[config.mk]
export PLATFORM = sky130hd
export DESIGN_NAME = bitmap_nearest_scaler_pixel_fetch
export DESIGN_NICKNAME = d
export VERILOG_FILES = /design/src/hdl/bnsp_pkg.sv /design/src/hdl/bnsp_queue.sv /design/src/hdl/bnsp_front.sv /design/src/hdl/bnsp_back.sv /design/src/hdl/bitmap_nearest_scaler_pixel_fetch.sv
export SDC_FILE = /design/constraint.sdc
export NUM_CORES = 2
export LEC_CHECK = 0
export BUFFER_PORTS_ARGS = -buffer_cell sky130_fd_sc_hd__clkbuf_2
export CAP_MARGIN = 0
export CELL_PAD_IN_SITES_DETAIL_PLACEMENT = 1
export CELL_PAD_IN_SITES_GLOBAL_PLACEMENT = 1
export CORE_MARGIN = 5
export CORE_UTILIZATION = 56
export DETAILED_ROUTE_END_ITERATION = 12
export PLACE_DENSITY = 0.9
export SYNTH_ARGS = -nofsm -noshare
export SYNTH_HDL_FRONTEND = slang
export SYNTH_HIERARCHICAL = 1
export SYNTH_SLANG_ARGS = --single-unit
[constraint.sdc]
create_clock -name i_clk -period 25.5 [get_ports i_clk]
set_clock_uncertainty 0.05 [all_clocks]
set_input_delay 1.275 -clock i_clk [delete_from_list [all_inputs] [get_ports i_clk]]
set_output_delay 1.275 -clock i_clk [all_outputs]
set_load 0.01 [all_outputs]
[src/hdl/bnsp_pkg.sv]
package bnsp_pkg;

    // Default geometry of the target screen and the largest source side.
    localparam int unsigned SCREEN_COLUMNS_DEF  = 320;
    localparam int unsigned SCREEN_ROWS_DEF     = 200;
    localparam int unsigned MAX_SOURCE_SIDE_DEF = 16384;

    // Depth of the queue between the front and the back.
    localparam int unsigned QUEUE_DEPTH = 2;

    // Field widths.
    localparam int unsigned SIDE_W      = 15;
    localparam int unsigned X_W         = 9;
    localparam int unsigned Y_W         = 8;
    localparam int unsigned BYTE_W      = 8;
    localparam int unsigned ADDR_W      = 33;
    localparam int unsigned OFFSET_W    = 32;
    localparam int unsigned STRIDE_W    = 18;
    localparam int unsigned CFG_INDEX_W = 3;
    localparam int unsigned CFG_DATA_W  = 32;

    // Pixel format codes.
    localparam logic [1:0] FMT_BGR24 = 2'd0;
    localparam logic [1:0] FMT_IDX8  = 2'd1;
    localparam logic [1:0] FMT_IDX4  = 2'd2;

    // Request kinds.
    localparam logic KIND_ADDR    = 1'b0;
    localparam logic KIND_CONVERT = 1'b1;

    // Configuration register indexes.
    localparam logic [CFG_INDEX_W-1:0] CFG_SOURCE_WIDTH      = 3'd0;
    localparam logic [CFG_INDEX_W-1:0] CFG_SOURCE_HEIGHT     = 3'd1;
    localparam logic [CFG_INDEX_W-1:0] CFG_BOTTOM_UP         = 3'd2;
    localparam logic [CFG_INDEX_W-1:0] CFG_PIXEL_FORMAT      = 3'd3;
    localparam logic [CFG_INDEX_W-1:0] CFG_PIXEL_DATA_OFFSET = 3'd4;

    // Configuration values after reset.
    localparam logic [SIDE_W-1:0]   RST_SOURCE_WIDTH      = 15'd320;
    localparam logic [SIDE_W-1:0]   RST_SOURCE_HEIGHT     = 15'd200;
    localparam logic                RST_BOTTOM_UP         = 1'b1;
    localparam logic [1:0]          RST_PIXEL_FORMAT      = FMT_IDX8;
    localparam logic [OFFSET_W-1:0] RST_PIXEL_DATA_OFFSET = 32'd0;

    // Colour cube: six levels per channel.
    localparam int unsigned CHANNEL_MAX    = 255;
    localparam int unsigned CUBE_LEVELS    = 5;
    localparam int unsigned CUBE_STEP      = CHANNEL_MAX / CUBE_LEVELS;
    localparam int unsigned CUBE_R_WEIGHT  = 36;
    localparam int unsigned CUBE_G_WEIGHT  = 6;
    localparam logic [BYTE_W-1:0] NIBBLE_MASK = 8'h0F;

    typedef struct packed {
        logic              kind;
        logic [X_W-1:0]    screen_x;
        logic [Y_W-1:0]    screen_y;
        logic [BYTE_W-1:0] byte_blue;
        logic [BYTE_W-1:0] byte_green;
        logic [BYTE_W-1:0] byte_red;
        logic              odd_column;
    } t_request;

    typedef struct packed {
        logic [ADDR_W-1:0] source_address;
        logic              low_nibble;
        logic [BYTE_W-1:0] palette_index;
    } t_result;

    // Effective geometry derived from the configuration registers.
    typedef struct packed {
        logic [SIDE_W-1:0]   width;
        logic [SIDE_W-1:0]   height;
        logic                bottom_up;
        logic [1:0]          fmt;
        logic [OFFSET_W-1:0] offset;
        logic [STRIDE_W-1:0] stride;
    } t_geometry;

    // Level of one channel in the cube, floor(c * 5 / 255), as a count of thresholds.
    function automatic logic [2:0] cube_level(input logic [BYTE_W-1:0] c);
        logic [2:0] lvl;
        lvl = 3'd0;
        for (int k = 1; k <= CUBE_LEVELS; k++) begin
            if (c >= BYTE_W'(k * CUBE_STEP)) begin
                lvl = lvl + 3'd1;
            end
        end
        return lvl;
    endfunction

endpackage

[src/hdl/bnsp_queue.sv]
module bnsp_queue #(
    parameter int unsigned WIDTH = $bits(bnsp_pkg::t_request),
    parameter int unsigned DEPTH = bnsp_pkg::QUEUE_DEPTH
) (
    input  logic             i_clk,
    input  logic             i_rst_n,
    input  logic             i_push,
    input  logic [WIDTH-1:0] i_data,
    input  logic             i_pop,
    output logic [WIDTH-1:0] o_data,
    output logic             o_empty,
    output logic             o_full
);

    localparam int unsigned PTR_W = (DEPTH > 1) ? $clog2(DEPTH) : 1;
    localparam int unsigned CNT_W = $clog2(DEPTH + 1);

    logic [WIDTH-1:0] r_mem [DEPTH];
    logic [PTR_W-1:0] r_wr_ptr, n_wr_ptr;
    logic [PTR_W-1:0] r_rd_ptr, n_rd_ptr;
    logic [CNT_W-1:0] r_count, n_count;
    logic             do_push, do_pop;

    assign o_empty = (r_count == '0);
    assign o_full  = (r_count == CNT_W'(DEPTH));
    assign o_data  = r_mem[r_rd_ptr];
    assign do_push = i_push && !o_full;
    assign do_pop  = i_pop && !o_empty;

    always_comb begin
        n_wr_ptr = r_wr_ptr;
        n_rd_ptr = r_rd_ptr;
        n_count  = r_count;
        if (do_push) begin
            n_wr_ptr = (r_wr_ptr == PTR_W'(DEPTH - 1)) ? '0 : r_wr_ptr + PTR_W'(1);
        end
        if (do_pop) begin
            n_rd_ptr = (r_rd_ptr == PTR_W'(DEPTH - 1)) ? '0 : r_rd_ptr + PTR_W'(1);
        end
        if (do_push && !do_pop) begin
            n_count = r_count + CNT_W'(1);
        end else if (do_pop && !do_push) begin
            n_count = r_count - CNT_W'(1);
        end
    end

    always_ff @(posedge i_clk) begin
        if (!i_rst_n) begin
            r_wr_ptr <= '0;
            r_rd_ptr <= '0;
            r_count  <= '0;
        end else begin
            r_wr_ptr <= n_wr_ptr;
            r_rd_ptr <= n_rd_ptr;
            r_count  <= n_count;
        end
    end

    always_ff @(posedge i_clk) begin
        if (do_push) begin
            r_mem[r_wr_ptr] <= i_data;
        end
    end

endmodule

[src/hdl/bnsp_front.sv]
module bnsp_front #(
    parameter int unsigned MAX_SOURCE_SIDE = bnsp_pkg::MAX_SOURCE_SIDE_DEF
) (
    input  logic                                i_clk,
    input  logic                                i_rst_n,
    input  logic                                i_start,
    input  bnsp_pkg::t_request                  i_request,
    input  logic                                i_cfg_we,
    input  logic [bnsp_pkg::CFG_INDEX_W-1:0]    i_cfg_index,
    input  logic [bnsp_pkg::CFG_DATA_W-1:0]     i_cfg_data,
    input  logic                                i_queue_full,
    output logic                                o_push,
    output bnsp_pkg::t_request                  o_push_item,
    output bnsp_pkg::t_geometry                 o_geometry,
    output logic                                o_busy
);
    import bnsp_pkg::*;

    localparam int unsigned MAX_W = SIDE_W + 2;
    localparam logic [MAX_W-1:0] MAX_SIDE = MAX_W'(MAX_SOURCE_SIDE);

    logic [SIDE_W-1:0]   r_source_width;
    logic [SIDE_W-1:0]   r_source_height;
    logic                r_bottom_up;
    logic [1:0]          r_pixel_format;
    logic [OFFSET_W-1:0] r_pixel_data_offset;

    logic [SIDE_W-1:0]   width_eff, height_eff;
    logic [1:0]          fmt_eff;
    logic [19:0]         row_bits;
    logic [20:0]         row_bits_padded;

    always_ff @(posedge i_clk) begin
        if (!i_rst_n) begin
            r_source_width      <= RST_SOURCE_WIDTH;
            r_source_height     <= RST_SOURCE_HEIGHT;
            r_bottom_up         <= RST_BOTTOM_UP;
            r_pixel_format      <= RST_PIXEL_FORMAT;
            r_pixel_data_offset <= RST_PIXEL_DATA_OFFSET;
        end else if (i_cfg_we) begin
            unique case (i_cfg_index)
                CFG_SOURCE_WIDTH:      r_source_width      <= i_cfg_data[SIDE_W-1:0];
                CFG_SOURCE_HEIGHT:     r_source_height     <= i_cfg_data[SIDE_W-1:0];
                CFG_BOTTOM_UP:         r_bottom_up         <= i_cfg_data[0];
                CFG_PIXEL_FORMAT:      r_pixel_format      <= i_cfg_data[1:0];
                CFG_PIXEL_DATA_OFFSET: r_pixel_data_offset <= i_cfg_data[OFFSET_W-1:0];
                default: begin
                end
            endcase
        end
    end

    // A zero side counts as one, an oversized side saturates.
    always_comb begin
        if (r_source_width == '0) begin
            width_eff = SIDE_W'(1);
        end else if (MAX_W'(r_source_width) > MAX_SIDE) begin
            width_eff = SIDE_W'(MAX_SOURCE_SIDE);
        end else begin
            width_eff = r_source_width;
        end
        if (r_source_height == '0) begin
            height_eff = SIDE_W'(1);
        end else if (MAX_W'(r_source_height) > MAX_SIDE) begin
            height_eff = SIDE_W'(MAX_SOURCE_SIDE);
        end else begin
            height_eff = r_source_height;
        end
    end

    // The unused format code behaves as 8-bit indexed.
    assign fmt_eff = (r_pixel_format == FMT_BGR24 || r_pixel_format == FMT_IDX4) ?
                     r_pixel_format : FMT_IDX8;

    always_comb begin
        unique case (fmt_eff)
            FMT_BGR24: row_bits = (20'(width_eff) << 4) + (20'(width_eff) << 3);
            FMT_IDX4:  row_bits = 20'(width_eff) << 2;
            default:   row_bits = 20'(width_eff) << 3;
        endcase
    end

    // Rows are padded to a whole number of 32-bit words.
    assign row_bits_padded = 21'(row_bits) + 21'd31;

    always_comb begin
        o_geometry.width     = width_eff;
        o_geometry.height    = height_eff;
        o_geometry.bottom_up = r_bottom_up;
        o_geometry.fmt       = fmt_eff;
        o_geometry.offset    = r_pixel_data_offset;
        o_geometry.stride    = {row_bits_padded[20:5], 2'b00};
    end

    assign o_busy      = i_queue_full;
    assign o_push      = i_start && !i_queue_full;
    assign o_push_item = i_request;

endmodule

[src/hdl/bnsp_back.sv]
module bnsp_back #(
    parameter int unsigned SCREEN_COLUMNS = bnsp_pkg::SCREEN_COLUMNS_DEF,
    parameter int unsigned SCREEN_ROWS    = bnsp_pkg::SCREEN_ROWS_DEF
) (
    input  logic                i_clk,
    input  logic                i_rst_n,
    input  logic                i_valid,
    input  bnsp_pkg::t_request  i_item,
    input  bnsp_pkg::t_geometry i_geometry,
    output logic                o_strobe,
    output bnsp_pkg::t_result   o_result
);
    import bnsp_pkg::*;

    localparam int unsigned STAGES = 5;
    localparam int unsigned PROD_W = X_W + SIDE_W;
    localparam int unsigned MUL_W  = 2 * PROD_W + 1;
    localparam int unsigned COLB_W = SIDE_W + 2;

    // Reciprocals scaled by 2^PROD_W; the estimate is low by at most one.
    localparam logic [PROD_W:0] RECIP_COL =
        (PROD_W + 1)'((64'd1 << PROD_W) / SCREEN_COLUMNS);
    localparam logic [PROD_W:0] RECIP_ROW =
        (PROD_W + 1)'((64'd1 << PROD_W) / SCREEN_ROWS);
    localparam logic [PROD_W-1:0] DIV_COL = PROD_W'(SCREEN_COLUMNS);
    localparam logic [PROD_W-1:0] DIV_ROW = PROD_W'(SCREEN_ROWS);

    logic [STAGES:1] r_valid;
    logic [STAGES:1] r_kind;

    logic [SIDE_W-1:0] w_m1, h_m1;

    // Stage 1: products with the source size, cube levels.
    logic [PROD_W-1:0] r_s1_pcol, r_s1_prow;
    logic [2:0]        r_s1_lr, r_s1_lg, r_s1_lb;
    logic [BYTE_W-1:0] r_s1_byte;
    logic              r_s1_odd;

    // Stage 2: quotient estimates, palette index.
    logic [MUL_W-1:0]  n_mul_col, n_mul_row;
    logic [PROD_W-1:0] r_s2_pcol, r_s2_prow, r_s2_qcol, r_s2_qrow;
    logic [BYTE_W-1:0] n_s2_index, r_s2_index;
    logic [BYTE_W-1:0] cube_index;

    // Stage 3: corrected quotients.
    logic [PROD_W-1:0] n_back_col, n_back_row, n_rem_col, n_rem_row;
    logic [PROD_W-1:0] r_s3_col, r_s3_row;
    logic [BYTE_W-1:0] r_s3_index;

    // Stage 4: clamped and mirrored source position.
    logic [SIDE_W-1:0] n_s4_col, n_s4_row, row_clamped;
    logic [SIDE_W-1:0] r_s4_col, r_s4_row;
    logic [BYTE_W-1:0] r_s4_index;

    // Stage 5: row offset, column bytes plus base.
    logic [COLB_W-1:0] n_colbytes;
    logic [ADDR_W-1:0] r_s5_rowoff, r_s5_base;
    logic              r_s5_nib;
    logic [BYTE_W-1:0] r_s5_index;

    t_result n_result, r_result;
    logic    r_strobe;

    assign w_m1 = i_geometry.width - SIDE_W'(1);
    assign h_m1 = i_geometry.height - SIDE_W'(1);

    always_ff @(posedge i_clk) begin
        if (!i_rst_n) begin
            r_valid  <= '0;
            r_strobe <= 1'b0;
        end else begin
            r_valid  <= {r_valid[STAGES-1:1], i_valid};
            r_strobe <= r_valid[STAGES];
        end
    end

    always_ff @(posedge i_clk) begin
        r_kind <= {r_kind[STAGES-1:1], i_item.kind};
    end

    always_ff @(posedge i_clk) begin
        r_s1_pcol <= PROD_W'(i_item.screen_x) * PROD_W'(i_geometry.width);
        r_s1_prow <= PROD_W'(i_item.screen_y) * PROD_W'(i_geometry.height);
        r_s1_lr   <= cube_level(i_item.byte_red);
        r_s1_lg   <= cube_level(i_item.byte_green);
        r_s1_lb   <= cube_level(i_item.byte_blue);
        r_s1_byte <= i_item.byte_blue;
        r_s1_odd  <= i_item.odd_column;
    end

    assign n_mul_col = MUL_W'(r_s1_pcol) * MUL_W'(RECIP_COL);
    assign n_mul_row = MUL_W'(r_s1_prow) * MUL_W'(RECIP_ROW);

    assign cube_index = BYTE_W'(r_s1_lr) * BYTE_W'(CUBE_R_WEIGHT)
                      + BYTE_W'(r_s1_lg) * BYTE_W'(CUBE_G_WEIGHT)
                      + BYTE_W'(r_s1_lb);

    always_comb begin
        unique case (i_geometry.fmt)
            FMT_BGR24: n_s2_index = cube_index;
            FMT_IDX4:  n_s2_index = r_s1_odd ? (r_s1_byte & NIBBLE_MASK) : (r_s1_byte >> 4);
            default:   n_s2_index = r_s1_byte;
        endcase
    end

    always_ff @(posedge i_clk) begin
        r_s2_pcol  <= r_s1_pcol;
        r_s2_prow  <= r_s1_prow;
        r_s2_qcol  <= n_mul_col[PROD_W +: PROD_W];
        r_s2_qrow  <= n_mul_row[PROD_W +: PROD_W];
        r_s2_index <= n_s2_index;
    end

    assign n_back_col = r_s2_qcol * DIV_COL;
    assign n_back_row = r_s2_qrow * DIV_ROW;
    assign n_rem_col  = r_s2_pcol - n_back_col;
    assign n_rem_row  = r_s2_prow - n_back_row;

    always_ff @(posedge i_clk) begin
        r_s3_col   <= r_s2_qcol + PROD_W'(n_rem_col >= DIV_COL);
        r_s3_row   <= r_s2_qrow + PROD_W'(n_rem_row >= DIV_ROW);
        r_s3_index <= r_s2_index;
    end

    // Saturate to the last column or row before the bottom-up mirror.
    assign n_s4_col    = (r_s3_col > PROD_W'(w_m1)) ? w_m1 : r_s3_col[SIDE_W-1:0];
    assign row_clamped = (r_s3_row > PROD_W'(h_m1)) ? h_m1 : r_s3_row[SIDE_W-1:0];
    assign n_s4_row    = i_geometry.bottom_up ? (h_m1 - row_clamped) : row_clamped;

    always_ff @(posedge i_clk) begin
        r_s4_col   <= n_s4_col;
        r_s4_row   <= n_s4_row;
        r_s4_index <= r_s3_index;
    end

    always_comb begin
        unique case (i_geometry.fmt)
            FMT_BGR24: n_colbytes = COLB_W'({r_s4_col, 1'b0}) + COLB_W'(r_s4_col);
            FMT_IDX4:  n_colbytes = COLB_W'(r_s4_col >> 1);
            default:   n_colbytes = COLB_W'(r_s4_col);
        endcase
    end

    always_ff @(posedge i_clk) begin
        r_s5_rowoff <= ADDR_W'(r_s4_row) * ADDR_W'(i_geometry.stride);
        r_s5_base   <= ADDR_W'(i_geometry.offset) + ADDR_W'(n_colbytes);
        r_s5_nib    <= (i_geometry.fmt == FMT_IDX4) && r_s4_col[0];
        r_s5_index  <= r_s4_index;
    end

    always_comb begin
        if (r_kind[STAGES] == KIND_ADDR) begin
            n_result.source_address = r_s5_rowoff + r_s5_base;
            n_result.low_nibble     = r_s5_nib;
            n_result.palette_index  = '0;
        end else begin
            n_result.source_address = '0;
            n_result.low_nibble     = 1'b0;
            n_result.palette_index  = r_s5_index;
        end
    end

    always_ff @(posedge i_clk) begin
        r_result <= n_result;
    end

    assign o_strobe = r_strobe;
    assign o_result = r_result;

`ifndef SYNTH
    a_position_in_image: assert property (@(posedge i_clk) disable iff (!i_rst_n)
        (r_valid[4] && r_kind[4] == KIND_ADDR) |-> (r_s4_col <= w_m1) && (r_s4_row <= h_m1))
        else $error("source position outside the image");

    a_result_fields_exclusive: assert property (@(posedge i_clk) disable iff (!i_rst_n)
        o_strobe |-> (o_result.source_address == '0) || (o_result.palette_index == '0))
        else $error("result carries both an address and a palette index");

    a_nibble_only_4bit: assert property (@(posedge i_clk) disable iff (!i_rst_n)
        (o_strobe && o_result.low_nibble) |-> (i_geometry.fmt == FMT_IDX4))
        else $error("nibble select outside 4-bit format");
`endif

endmodule

[src/hdl/bitmap_nearest_scaler_pixel_fetch.sv]
// Nearest-neighbor pixel fetch for scaling a bitmap onto the screen.
// Requests enter on start/i_request and are taken at a clock edge where
// start is high and busy is low. An address request (kind 0) returns the
// source byte address of a screen coordinate and, for 4-bit pixels, the
// nibble select. A convert request (kind 1) returns the palette index of
// the fetched bytes: a 6x6x6 cube index, the byte itself, or one nibble.
// Every request gives exactly one result, in order, on o_result with
// o_strobe high for a single cycle; the receiver cannot stall it.
// The configuration registers are written through i_cfg_we, i_cfg_index
// and i_cfg_data; the user must write them only while no request is in
// flight, since the block itself does not enforce it. Throughput is one
// request per clock. A request passes the request queue, five pipeline
// stages in the back end (size product, reciprocal multiply, quotient
// fix-up, clamp and mirror, row stride multiply) and the output register.
// busy rises only if the queue fills, which a free-running back end never
// lets happen. Reset empties the queue and the pipeline and loads the
// default geometry: 320 by 200, bottom-up, 8-bit indexed, offset 0.
module bitmap_nearest_scaler_pixel_fetch #(
    parameter int unsigned SCREEN_COLUMNS  = bnsp_pkg::SCREEN_COLUMNS_DEF,
    parameter int unsigned SCREEN_ROWS     = bnsp_pkg::SCREEN_ROWS_DEF,
    parameter int unsigned MAX_SOURCE_SIDE = bnsp_pkg::MAX_SOURCE_SIDE_DEF
) (
    input  logic                             i_clk,
    input  logic                             i_rst_n,
    input  logic                             start,
    output logic                             busy,
    input  bnsp_pkg::t_request               i_request,
    input  logic                             i_cfg_we,
    input  logic [bnsp_pkg::CFG_INDEX_W-1:0] i_cfg_index,
    input  logic [bnsp_pkg::CFG_DATA_W-1:0]  i_cfg_data,
    output logic                             o_strobe,
    output bnsp_pkg::t_result                o_result
);
    import bnsp_pkg::*;

    localparam int unsigned REQUEST_W    = $bits(t_request);
    localparam int unsigned RESULT_DELAY = 7;

    logic      push, queue_full, queue_empty;
    t_request  push_item, head_item;
    t_geometry geometry;

    bnsp_front #(
        .MAX_SOURCE_SIDE(MAX_SOURCE_SIDE)
    ) u_front (
        .i_clk        (i_clk),
        .i_rst_n      (i_rst_n),
        .i_start      (start),
        .i_request    (i_request),
        .i_cfg_we     (i_cfg_we),
        .i_cfg_index  (i_cfg_index),
        .i_cfg_data   (i_cfg_data),
        .i_queue_full (queue_full),
        .o_push       (push),
        .o_push_item  (push_item),
        .o_geometry   (geometry),
        .o_busy       (busy)
    );

    bnsp_queue #(
        .WIDTH(REQUEST_W),
        .DEPTH(QUEUE_DEPTH)
    ) u_queue (
        .i_clk   (i_clk),
        .i_rst_n (i_rst_n),
        .i_push  (push),
        .i_data  (push_item),
        .i_pop   (!queue_empty),
        .o_data  (head_item),
        .o_empty (queue_empty),
        .o_full  (queue_full)
    );

    bnsp_back #(
        .SCREEN_COLUMNS(SCREEN_COLUMNS),
        .SCREEN_ROWS   (SCREEN_ROWS)
    ) u_back (
        .i_clk      (i_clk),
        .i_rst_n    (i_rst_n),
        .i_valid    (!queue_empty),
        .i_item     (head_item),
        .i_geometry (geometry),
        .o_strobe   (o_strobe),
        .o_result   (o_result)
    );

`ifndef SYNTH
    a_strobe_has_request: assert property (@(posedge i_clk) disable iff (!i_rst_n)
        o_strobe |-> $past(start && !busy, RESULT_DELAY))
        else $error("result without a matching request");

    a_never_busy: assert property (@(posedge i_clk) disable iff (!i_rst_n)
        !busy)
        else $error("request queue filled up");

    a_convert_has_no_address: assert property (@(posedge i_clk) disable iff (!i_rst_n)
        o_strobe |-> ($past(i_request.kind, RESULT_DELAY) == KIND_ADDR) ||
                     ((o_result.source_address == '0) && !o_result.low_nibble))
        else $error("convert result carries an address");
`endif

endmodule
==> metrics.yaml <==
status:
  status: "finished with violations"
  violations: "max-capacitance violations"
place:
  port_buffers: 125
  place_hpwl_mm: 134
  gp_congestion: 0.893
setup_path:
  crit_arrival_ps: 11630
  critPathMaxStageDelay_ps: 1020
  crit_start: "u_front/r_source_width[9]"
  reg2reg_to: "u_back/r_s5_rowoff[32]"
  cp-end-kind: "flop"
  required_ps: 25990
  cp_slowest_cell: "xor2_1"
  critPathKind: "reg -> reg"
  crit_path_max_fanout: 15
  startpoint_type: "flop"
  r2r_cells: 31
  r2r_start: "u_front/r_source_width[9]"
  rrSetupSlack_ps: 14350
  cpMostUsedCell: "fa_1"
detailed_routing:
  vias: 45200
  viasPerCell: 6.42
  route.detailed.wl_per_inst_um: 27.9
  first_iter_violations: 3771
  dr.pass1.iters: 8
  antenna_left: 0
  drt_wl_total_mm: 197
  drc: 0
die:
  num_rows: 114
  die_w_um: 322
  start_util_pct: 56.4
  core_sq_mm: 0.0967
  ioPinCount: 126
  die_height_um: 322
  die_area_sq_mm: 0.104
finish:
  drive_above_1_share_pct: 6.62
  fin_util_pct: 60.3
  final_nets: 7247
  area_delta_synth_final_pct: 6.82
synth:
  netlist_area_sq_mm: 0.0546
  yosysSeqAreaShare_pct: 20.2
  synthFlopType: "dfxtp_1"
  synth_top_family_by_area: "adder cells"
  synthMuxAreaShare_pct: 2.02
  synthSimpleGateAreaFrac_pct: 13.6
  synth_fa_ha_area_share_pct: 42.6
  async_reset_ff_share_pct: 0
  synth-xor-area-share_pct: 4.61
  yosysUniqueCellTypes: 100
  synth_compound_area_share_pct: 9.43
  syn_area_per_cell_sq_um: 9.62
  ys_seq_elements: 507
  synth_edf_count: 86
  synthCells: 5671
  synth-warning-count: 6
sta:
  relSlewSlack_pct: 0.317
  hold_violations: 0
  rsz0062_at_grt: "no"
  setup_viol: 0
  max_freq_mhz: 89.7
  setup_tns_ps: 0
  tightest_slew_ps: 1490
  period_share_pct: 43.7
  slew_viol_final: 0
  period_needed_ps: 11150
cts:
  cts_buffers: 59
  cts_tree: "done"
  path_clk_slew_ps: 60
  cts_hold_buf: 0
  clock-root-buffer: "clkbuf_16"
  cts_resized: 0
  cts_setup_buffers: 0
  htreeDepth: 2
  clock_latency_ps: 710
  cts_num_sinks: 507
  cts.path.max_buffers: 3
global_routing:
  grt_pass1_wl_mm: 304
  antenna_found_initial: 14
  grt_pass1_vias: 52800
  grt_max_degree: 77
  grt_overflow: 0
  grtUsageTotal_pct: 37.4
hold_path:
  min_from: "u_back/r_kind[1]"
  hp-class: "reg -> reg"
  min_path_cells: 0
  holdPathEnd: "u_back/r_kind[2]"
job:
  drv_cap: 1
-- cells by family after synthesis --
| logic type | after synthesis |
|---|---|
| compound gates | 752 |
| xor+xnor | 287 |
| fa+ha+maj | 1458 |
| buf+inv | 1041 |
| flops | 507 |
| mux | 103 |
| other cells | 1 |
| simple gates | 1522 |
-- worst max-delay path by stage --
stage	end	slack (ps)	cells past startpoint
floorplan	u_back/r_s5_rowoff[32]	16700	33
global placement	u_back/r_s5_rowoff[31]	16020	31
detailed placement	u_back/r_s5_rowoff[30]	15400	31
CTS	u_back/r_s5_rowoff[32]	14710	31
global route	u_back/r_s5_rowoff[32]	14010	31
finish	u_back/r_s5_rowoff[32]	14350	31
-- worst max-delay path: cells and delay by family, from the launching register on --
kind            cells  cell delay [ps]
simple gates        7             1950
flops               1              360
xor+xnor            2             1290
compound gates     11             2950
fa+ha+maj           9             4090
buf+inv             2              310
-- cell usage after synthesis, types with 19 or more instances --
library cell / n / area share, %
nor2_1: 218 / 1.5
a211oi_1: 30 / 0.41
edfxtp_1: 86 / 4.7
xor2_1: 120 / 1.9
inv_1: 842 / 5.8
or3_1: 25 / 0.29
nand2b_1: 36 / 0.41
a31oi_1: 21 / 0.24
clkbuf_1: 135 / 0.93
and2_1: 254 / 2.9
o21bai_1: 27 / 0.37
o21ai_0: 118 / 1.1
nand3_1: 71 / 0.65
o21a_1: 33 / 0.45
nand4_1: 42 / 0.48
mux2_2: 57 / 1.2
nor3_1: 84 / 0.77
nand2_1: 604 / 4.2
nor4_1: 19 / 0.22
buf_4: 53 / 0.73
fa_1: 668 / 25
a21o_1: 71 / 0.98
mux2i_1: 46 / 0.84
a21oi_1: 187 / 1.7
xnor2_1: 167 / 2.7
a21boi_0: 66 / 0.91
dfxtp_1: 421 / 15
and3_1: 37 / 0.42
ha_1: 790 / 18
nor2b_1: 68 / 0.78
-- through the flow --
step | setup WS, ps | cells | hold slack, ps | area, sq um
6_report | 14350 | 7040 | 278 | 58300
2_1_floorplan | 16700 | 5673 | 260 | 54600
3_5_place_dp | 15400 | 6922 | 263 | 56200
3_3_place_gp | 16020 | 6922 | 262 | 56200
4_1_cts | 14710 | 7032 | 280 | 58300
5_1_grt | 14010 | 7032 | 284 | 58300
-- state kept, by name (all words and copies together), names as in the netlist, 15 cells and up, named ones only --
| signal | cells |
|---|---|
| u_back/r_s2_qcol | 16 |
| u_back/r_s2_pcol | 18 |
| u_back/r_s5_base | 33 |
| u_back/r_s2_qrow | 16 |
| u_back/o_result | 42 |
| u_back/r_s3_row | 17 |
| u_back/r_s2_prow | 20 |
| u_front/r_source_width | 15 |
| u_queue/r_mem | 86 |
| u_back/r_s1_pcol | 24 |
| u_back/r_s4_row | 15 |
| u_back/r_s3_col | 17 |
| u_front/r_source_height | 15 |
| u_back/r_s1_prow | 23 |
| u_front/r_pixel_data_offset | 32 |
| u_back/r_s5_rowoff | 33 |
| u_back/r_s4_col | 15 |
-- metal layers --
layer  up-vias  GRT usage (%)  wire length, um
met5         -              0               46
met4         8           26.5            16800
met3      1185           7.19            14300
met2      2668           66.1            98400
met1     22600           40.3            67200
li1      18700              -                -
-- final cells by class --
type | count | area [sq um]
multi-input cells | 4125 | 39400
fillers | 10600 | 38400
flip-flops and latches | 507 | 11000
inverters | 843 | 3160
clock buffers | 81 | 1680
well taps | 1276 | 1600
repair buffers | 171 | 971
clock inverters | 29 | 387
diodes | 8 | 20.0
-- layout by cell type, fill, tap and decap left out, types with 11 or more instances in the layout --
cell type and instances:
nand2b_1 36, fa_1 668, o21ai_1 16, dfxtp_1 419, buf_4 46, o31ai_1 13
or2_2 11, clkbuf_8 12, nand2_1 604, o21bai_1 27, xnor2_1 167, ha_1 790
mux2i_1 46, a21oi_1 187, nand4_1 42, o211ai_1 11, mux2_2 57, clkbuf_2 125
o21ai_0 118, nor4_1 19, xor2_1 120, and2_1 254, nor2_1 218, nand3b_1 12
or3_1 25, clkbuf_16 59, edfxtp_1 86, nor3_1 84, a211o_1 12, a211oi_1 30
o21a_1 33, nor2b_1 67, nand3_1 71, a31oi_1 21, a21o_1 71, a22oi_1 11
and3_1 36, inv_1 842, a21boi_0 66
Power is left out: the tool's default activity adds up to more than one toggle a clock period on the data nets, which glitch-free logic cannot reach.
